## src/hdl/bsc_pkg.sv

```systemverilog
// shared types, constants and latencies of the barometric compensation pipeline
package bsc_pkg;

  localparam int unsigned RawW    = 20;
  localparam int unsigned TrimW   = 48;
  localparam int unsigned FineW   = 32;
  localparam int unsigned DivW    = 64;
  localparam int unsigned TempLat = 4;
  localparam int unsigned PreLat  = 6;
  localparam int unsigned DivLat  = DivW + 2;
  localparam int unsigned PostLat = 5;
  localparam int unsigned TotalLat = TempLat + PreLat + DivLat + PostLat;

  localparam logic signed [33:0] FineOffset = 34'sd128000;
  localparam logic [20:0]        PressFull  = 21'd1048576;
  localparam logic [11:0]        PressScale = 12'd3125;
  localparam logic signed [63:0] OneQ47     = 64'sh0000_8000_0000_0000;
  localparam logic signed [31:0] TempMul    = 32'sd5;
  localparam logic signed [31:0] TempRound  = 32'sd128;

  typedef enum logic [1:0] {
    RegTempTrim   = 2'd0,
    RegPressTrimA = 2'd1,
    RegPressTrimB = 2'd2,
    RegPressTrimC = 2'd3
  } reg_idx_e;

  typedef struct packed {
    logic [15:0] t1;
    logic [15:0] t2;
    logic [15:0] t3;
    logic [15:0] p1;
    logic [15:0] p2;
    logic [15:0] p3;
    logic [15:0] p4;
    logic [15:0] p5;
    logic [15:0] p6;
    logic [15:0] p7;
    logic [15:0] p8;
    logic [15:0] p9;
  } trim_t;

endpackage

```

## src/hdl/bsc_temp.sv

```systemverilog
// temperature stages: fine temperature value from the raw reading
module bsc_temp (
  input  logic                     clk_i,
  input  logic                     rst_ni,
  input  logic                     valid_i,
  input  logic [19:0]              raw_temp_i,
  input  logic [19:0]              raw_press_i,
  input  bsc_pkg::trim_t           trim_i,
  output logic                     valid_o,
  output logic signed [31:0]       tfine_o,
  output logic [19:0]              raw_press_o
);

  logic [bsc_pkg::TempLat-1:0] valid_q;
  logic [19:0]                 press_q [bsc_pkg::TempLat];

  logic signed [17:0] x_d, x_q;
  logic signed [16:0] d_d, d_q;
  logic signed [33:0] pa, pd;
  logic signed [35:0] pb;
  logic signed [31:0] a_d, a_q, a2_q;
  logic signed [19:0] dd_d, dd_q;
  logic signed [31:0] b_d, b_q;
  logic signed [31:0] tfine_d, tfine_q;

  always_comb begin
    x_d     = $signed({1'b0, raw_temp_i[19:3]}) - $signed({1'b0, trim_i.t1, 1'b0});
    d_d     = $signed({1'b0, raw_temp_i[19:4]}) - $signed({1'b0, trim_i.t1});
    pa      = x_q * $signed(trim_i.t2);
    pd      = d_q * d_q;
    a_d     = $signed(pa[31:0]) >>> 11;
    dd_d    = 20'($signed(pd[31:0]) >>> 12);
    pb      = dd_q * $signed(trim_i.t3);
    b_d     = $signed(pb[31:0]) >>> 14;
    tfine_d = a2_q + b_q;
  end

  always_ff @(posedge clk_i or negedge rst_ni) begin
    if (!rst_ni) begin
      valid_q <= '0;
    end else begin
      valid_q <= {valid_q[bsc_pkg::TempLat-2:0], valid_i};
    end
  end

  always_ff @(posedge clk_i) begin
    x_q     <= x_d;
    d_q     <= d_d;
    a_q     <= a_d;
    dd_q    <= dd_d;
    a2_q    <= a_q;
    b_q     <= b_d;
    tfine_q <= tfine_d;
    press_q[0] <= raw_press_i;
    for (int k = 1; k < bsc_pkg::TempLat; k++) begin
      press_q[k] <= press_q[k-1];
    end
  end

  assign valid_o     = valid_q[bsc_pkg::TempLat-1];
  assign tfine_o     = tfine_q;
  assign raw_press_o = press_q[bsc_pkg::TempLat-1];

endmodule

```

## config.mk

```make
export PLATFORM = sky130hd
export DESIGN_NAME = bsc_temp
export DESIGN_NICKNAME = d
export VERILOG_FILES = /design/src/hdl/bsc_pkg.sv /design/src/hdl/bsc_temp.sv
export SDC_FILE = /design/constraint.sdc
export NUM_CORES = 2
export LEC_CHECK = 0
export ABC_AREA = 0
export BUFFER_PORTS_ARGS = -buffer_cell sky130_fd_sc_hd__buf_2
export CAP_MARGIN = 40
export CORE_UTILIZATION = 35
export DETAILED_ROUTE_END_ITERATION = 10
export HOLD_SLACK_MARGIN = 0.05
export PLACE_DENSITY = 0.52
export RECOVER_POWER = 25
export SYNTH_ARGS = -nofsm -noshare
export SYNTH_HDL_FRONTEND = slang
export SYNTH_SLANG_ARGS = --single-unit
```

## constraint.sdc

```tcl
create_clock -name clk_i -period 12.9 [get_ports clk_i]
set_input_delay 0 -clock clk_i [delete_from_list [all_inputs] [get_ports clk_i]]
set_output_delay 0 -clock clk_i [all_outputs]
set_load 0.02 [all_outputs]
```

==> run metrics <==
cell count after synthesis=approximately 3700; Die Area=102000 sq um; Filler Cell Count=10100; Hold Path Class=input pin to register; Total Wirelength=80.3 mm; wire length per cell=15.6 um; Starting Density=35.3%; CTS Buf Count=24; Synth Warn #=0; I/O pins=288; vias per cell=4.50; clk buf depth=3; DPL Wire Length=about 64 mm; fraction of layout cells with a size suffix above 1=5.80%; Finished Cell Area=39000 sq um; Overall Global Routing Usage=around 17%; total gr overflow=0; Clock Sinks=204; setup slack, reg-to-reg=between 5 and 6 ns; Worst R2R Start=d_q[16]; die width=320 um; count of state elements after synthesis=204; largest net degree at the start of global routing=47; CP Class=register to register; chip height=320 um; Hold WS=just under 0.09 ns; Final Non-Filler Cells=between 5000 and 6000; P&R area growth vs syn=10.4%; Critical Path RT=13.38 ns; Cell Area, Synth=35400 sq um; DRC=0; Worst-Margin Slew=just under 0.9 ns; number of global-route vias before repair=around 26000; sequential fraction of the synthesis area=11.6%; commonest non-fill, non-tap cell in the layout=inv_1; row cnt=116; Period minus WS final=7.06 ns; leading register cell type out of synthesis=dfxtp_1; max incr delay on CP=0.52 ns; synth unique cells=62; Core Box Area=between 100000 and 150000 sq um; first-pass GRT wire length=roughly 140 mm; beginning of the critical path=d_q[16]; Post-synth EDFFs=0; Syn Nets=5037; H-tree levels=1; WP data arrival=7.54 ns; post-CTS sizing=0; Layout Nets=5176; area taken by multi-input logic gates=27000 sq um; initial antenna violation count=7; RSZ-0062 raised after global routing=no; clk slew on worst S/H paths=about 0.06 ns; crit path capture type=register; R2R depth=23; CP Launch Type=register; CP dominant cell by count=fa_1; root buffer cell=clkbuf_16; Clock Latency Late Sink=0.57 ns; Worst path slowest cell=fa_1; CTS tree=done; Sum Neg Setup Slack=0 ns; Tcrit/Tclk final=a little over half; commonest cells after routing, fill and taps aside=996 x inv_1, 816 x fa_1, 393 x nand2_1; fin. max-slew vios=0; DRT antenna net count=0; Max-slew headroom=41.3%; highest clock rate=0.142 GHz; Critical Path, Cell by Cell=buf_4 > nand2_1 > inv_1 > fa_1 > inv_1 > fa_1 > inv_1 > fa_1 > fa_1 > fa_1 > inv_1 > fa_1 > inv_1 > ha_1 > and4_1 > nand4_1 > or2_2 > nor3_1 > nor3_1 > nor4b_1 > a31oi_1 > a21oi_1 > xor2_1; DRT iter0 DRCs=918; outcome=completed; ys async rst share=1.96%; post-CTS setup buffer count=0; Final Skew=roughly 0.02 ns; Register Area=just over 4000 sq um; worst-path maximum fanout=46; Final setup viols=0; Placed Cells=~5000; drt pass-1 iters=5; Via Count=23200; Post-DP Area=37300 sq um; Final Hold Fails=0; Setup crit end=a_q[19]; Post-Syn Area per Cell=9.54 sq um; placer congestion estimate=0.798; IO buf count=140; R2R Path End=a_q[19]; # Max-Cap Violations=0
## per-stage QoR
step / util (%) / worst slack (ns)
after CTS: 39.0 / 5.80
final: 39.0 / 5.84
after global routing: 39.0 / 5.43
after floorplan: - / 6.61
after detailed placement: 37.2 / 5.81
after global placement: 37.2 / 5.78
## worst max-delay path: cells and delay by family, from the launching register on
| kind | cells | cell delay, ns |
|---|---|---|
| and+or+nand+nor | 7 | 1.93 |
| DFF | 1 | 0.31 |
| buffers and inverters | 6 | 0.95 |
| AOI/OAI and AO/OA | 2 | 0.43 |
| xor gates and xnor gates | 1 | 0.17 |
| adders and majority gates | 7 | 3.20 |
## synth_stat cells, types with 15 or more instances
library cell	count	share of area [%]
inv_1	996	11
fa_1	816	46
nand2_1	393	4.2
and2_1	331	5.9
ha_1	282	10
dfxtp_1	200	11
clkbuf_1	127	1.3
xnor2_1	102	2.5
nor2_1	97	1.0
a21oi_1	57	0.81
o21ai_0	33	0.47
xor2_1	30	0.74
nor3_1	28	0.40
nor2b_1	27	0.48
nand3_1	17	0.24
nand2b_1	15	0.27
## sequential cells by signal (all words and copies together) (netlist names)
| signal | cells |
|---|---|
| b_q | 18 |
| a2_q | 21 |
| press_q | 80 |
| d_q | 17 |
| valid_q | 4 |
| tfine_o | 22 |
| dd_q | 20 |
| x_q | 1 |
| a_q | 21 |
## what timing repair did
item | CTS | global route
endpoints found under the hold margin | 43 | 0
hold buffers | 89 | 0
endpoints found under the setup margin | 0 | 0
## layer usage
layer / track usage, % / vias to the layer above / wire length (um)
li1: - / 11000 / -
met1: 23.4 / 11800 / 38600
met2: 28.1 / 316 / 37800
met3: 1.11 / 74 / 2580
met4: 3.22 / 2 / 1340
met5: 0 / - / 10
## logic make-up after synthesis
kind of cell | synth area share [%]
AND/OR/NAND/NOR | 13.4
XOR/XNOR | 3.27
buffers and inverters | 12.1
flip-flops | 11.6
AO/OA/AOI/OAI | 3.40
multiplexers | 0.0319
adder cells (fa/ha/maj) | 56.2
## final cells by class
type	count	area share, %
Timing Repair Buffer	251	4.53
Clock buffer	29	1.66
Multi-Input combinational cell	2366	69.0
Clock inverter	15	0.487
Inverter	996	9.58
Antenna cell	2	0.0128
Sequential cell	204	10.5
Tap cell	1298	4.16
## how the worst min path moves through the flow
| stage | start | end | slack, ns | cells past startpoint |
|---|---|---|---|---|
| global route | raw_press_i[11] | press_q[0][11] | 0.06 | 2 |
| floorplan | rst_ni | valid_q[0] | -0.30 | 0 |
| CTS | raw_press_i[15] | press_q[0][15] | 0.05 | 2 |
| detailed placement | rst_ni | valid_q[3] | -0.19 | 1 |
| finish | raw_press_i[15] | press_q[0][15] | 0.09 | 2 |
| global placement | rst_ni | valid_q[3] | -0.19 | 1 |
Power is left out: the tool's default activity adds up to more than one toggle a clock period on the data nets, which glitch-free logic cannot reach.
